File: config.mk
export PLATFORM = sky130hd
export DESIGN_NAME = emc_ram
export DESIGN_NICKNAME = d
export VERILOG_FILES = /design/src/rtl/core/emc_ram.sv
export SDC_FILE = /design/constraint.sdc
export NUM_CORES = 1
export LEC_CHECK = 0
export ABC_AREA = 1
export BUFFER_PORTS_ARGS = -buffer_cell sky130_fd_sc_hd__buf_4
export CORE_AREA = 2 2 107 109
export DETAILED_ROUTE_END_ITERATION = 8
export DIE_AREA = 0 0 109 111
export PLACE_DENSITY = 0.81
export SYNTH_ARGS = -nofsm -noshare
export SYNTH_HDL_FRONTEND = slang
export SYNTH_SLANG_ARGS = --single-unit
export TNS_END_PERCENT = 100
File: constraint.sdc
create_clock -name aclk -period 1.26 [get_ports aclk]
set_input_delay 0.126 -clock aclk [delete_from_list [all_inputs] [get_ports aclk]]
set_output_delay 0.126 -clock aclk [all_outputs]
set_load 0.05 [all_outputs]
File: src/rtl/core/emc_ram.sv
// Generic single-write, single-read synchronous RAM with registered read data.
module emc_ram #(
    parameter int WIDTH = 8,
    parameter int DEPTH = 16
) (
    input  logic                     aclk,
    input  logic                     we,
    input  logic [$clog2(DEPTH)-1:0] waddr,
    input  logic [WIDTH-1:0]         wdata,
    input  logic                     re,
    input  logic [$clog2(DEPTH)-1:0] raddr,
    output logic [WIDTH-1:0]         rdata
);

    logic [WIDTH-1:0] mem [DEPTH];
    logic [WIDTH-1:0] rdata_reg;

    always_ff @(posedge aclk) begin
        if (we) begin
            mem[waddr] <= wdata;
        end
        if (re) begin
            rdata_reg <= mem[raddr];
        end
    end

    assign rdata = rdata_reg;

endmodule

==> impl_metrics.py <==
metrics = {
    "place": {
        "port_buffers": 26,
        "placed_area_mm2": 0.00629,
        "dp_hpwl_mm": 7.82,
        "globalplace.congestion": 0.809,
    },
    "drt": {
        "ant_nets": 0,
        "wl_per_cell_um": 17.5,
        "viasPerCell": 5.33,
        "first_iter_violations": 442,
        "vias": 4016,
        "drcViolationCount": 0,
        "first_pass_iters": 6,
        "finalWirelength_mm": 13.2,
    },
    "floorplan": {
        "initial_core_util_pct": 52.8,
        "fp.dieW_um": 109,
        "core-area_mm2": 0.0111,
        "die_h_um": 111,
        "rows": 39,
        "dieArea_mm2": 0.0121,
        "io_pins": 27,
    },
    "flow_run": {
        "cap_violations": 0,
    },
    "hold_path": {
        "worstHoldEndpoint": "mem[8][2]",
        "hold_start": "wdata[2]",
        "min_path_cells": 1,
        "hold_class": "in2reg",
    },
    "final_layout": {
        "fill_cells": 795,
        "design_area_mm2": 0.00685,
        "largest_reg_flops": 128,
        "fin_nets": 617,
        "multi_input_area_mm2": 0.00121,
        "antenna_cells": 0,
        "seqCellArea_mm2": 0.00408,
        "synthToLayoutAreaGrowth_pct": 17.1,
        "layout-drive-gt1-share_pct": 12.9,
        "post-route-util_pct": 61.8,
    },
    "clocking": {
        "cts-root-buf": "clkbuf_16",
        "clk_latency_ps": 420,
        "htreeDepth": 4,
        "cts_tree": "done",
        "cts_max_path_buffers": 2,
        "path_clk_slew_ps": 60,
        "cts_buffers": 17,
        "cts_sinks": 136,
    },
    "worst_setup_path": {
        "timing.rr.end": "rdata[3]",
        "max_stage_delay_ps": 380,
        "path_cells": "inv_1 -> nand2_1 -> nand3_1 -> nand3_1 -> nand3_1 -> nand2_1",
        "r2r_slack_ps": 90,
        "critical_path_arrival_ps": 1330,
        "worstSetupPathDepth": 6,
        "path_delay_family": "simple AND/OR/NAND/NOR gates",
        "worst_r2r_path_depth": 6,
        "crit_fanout": 1,
        "path_buf_inv": 1,
        "start_kind": "register",
        "slowest_stage": "edfxtp_1",
        "critical_path.endpoint_type": "register",
        "worstSetupPathType": "reg2reg",
        "cp_common_cell": "nand3_1",
        "r2r_start": "mem[6][3]",
        "required_ps": 1430,
    },
    "timing": {
        "worst_slew_pin_slew_ps": 615,
        "drv_slew": 0,
        "post-route-min-period_ps": 1170,
        "hold_violations": 0,
        "setup_viol": 0,
        "slew_headroom_pct": 58.9,
        "hold-worst-slack_ps": 44.2,
        "timing.fmax_mhz": 858,
        "rsz0062_at_grt": "no",
        "clock_skew_ps": 8.59,
        "finalCritPeriodShare_pct": 92.5,
    },
    "global_routing": {
        "first_global_vias": 3958,
        "grt_antenna_before_repair": 0,
        "track_usage_pct": 23.3,
        "overflow": 0,
        "grt_pass1_wl_mm": 20.5,
        "grt_max_degree": 33,
    },
    "yosys": {
        "synth_seq_cells": 136,
        "yosysMostFrequentCell": "nand2_1",
        "synth_common_cells": "nand2_1, edfxtp_1, inv_1, nand3_1, nor2_1",
        "syn_area_per_cell_um2": 10.6,
        "yosysWarnings": 0,
        "yosysSeqAreaShare_pct": 69.8,
        "syn_inst": 551,
        "synth-edff-count": 136,
        "post_synth_main_area_contributors": "edfxtp_1, nand2_1, nand3_1, inv_1, buf_6",
        "synth_area_leader_cell": "edfxtp_1",
        "synth_nets": 570,
        "yosysTopAreaCellShare_pct": 69.8,
        "synth_area_mm2": 0.00585,
        "post_synth_num_cell_types": 11,
        "synth-main-ff-cell": "edfxtp_1",
        "async_flop_share_pct": 0,
    },
    "pwr": {
        "leakage_uw": 0.00297,
        "ir_worst_vdd_mv": 0.967,
        "p_total_uw": 10500,
        "powerDensity_mw_per_mm2": 1530,
    },
    "run_status": {
        "status": "finished, final reports clean",
    },
}
## cell families after synthesis
kind of cell	count (synthesis)	synth area share (%)
buf+inv	126	9.39
simple gates	289	20.8
flops	136	69.8
## layout by cell type, fill, tap and decap left out, drive strengths merged
cell,synthesis,layout
buf,24,51
bufinv,0,2
clkbuf,0,20
clkinv,0,9
clkinvlp,0,1
dlygate4sd3,0,1
edfxtp,136,136
inv,102,102
nand2,173,173
nand3,97,97
nand3b,2,2
nor2,17,17
## power breakdown
group / total (uW) / leakage (uW) / internal, uW / switching [uW]
Clock: 4600 / 0.000270 / 2860 / 1740
Combinational: 743 / 0.00147 / 229 / 514
Sequential: 5130 / 0.00124 / 5100 / 30.1
Total: 10500 / 0.00297 / 8190 / 2280
## per-layer routing
metal	global-route usage [%]	up-vias	wire [um]
met5	0	-	0
met4	11.0	0	446
met3	6.64	40	1250
met2	36.7	250	6380
met1	29.5	1850	5130
li1	-	1876	-
## timing repair
item                       4_1_cts  5_1_grt
hold buffers                     1        0
resized for setup                0        0
setup buffers                    0        0
hold endpoints to repair         7        0
setup endpoints to repair        0        0
## cell type report
cell class | count | share of cell area (%)
Clock buffer | 20 | 6.38
Clock inverter | 12 | 1.59
Inverter | 102 | 5.59
Multi-Input combinational cell | 289 | 17.7
Sequential cell | 136 | 59.6
Tap cell | 143 | 2.61
Timing Repair Buffer | 52 | 6.47
## stage by stage
stage | setup TNS (ps) | setup slack [ps] | cells
5_1_grt | 0 | 44.2 | 754
3_5_place_dp | -395 | -96.8 | 721
6_report | 0 | 94.4 | 754
4_1_cts | 0 | 112 | 754
2_1_floorplan | 0 | 183 | 551
3_3_place_gp | -97.9 | -28.5 | 721
## worst max path at each step
stage / startpoint / end / slack (ps)
finish: mem[6][3] / rdata[3] / 90
CTS: mem[13][0] / rdata[0] / 110
floorplan: waddr[2] / mem[10][0] / 180
global placement: raddr[1] / rdata[3] / -30
detailed placement: raddr[1] / rdata[7] / -100
global route: mem[10][1] / rdata[1] / 40
Note: power is estimated with default switching activity, not from simulation.
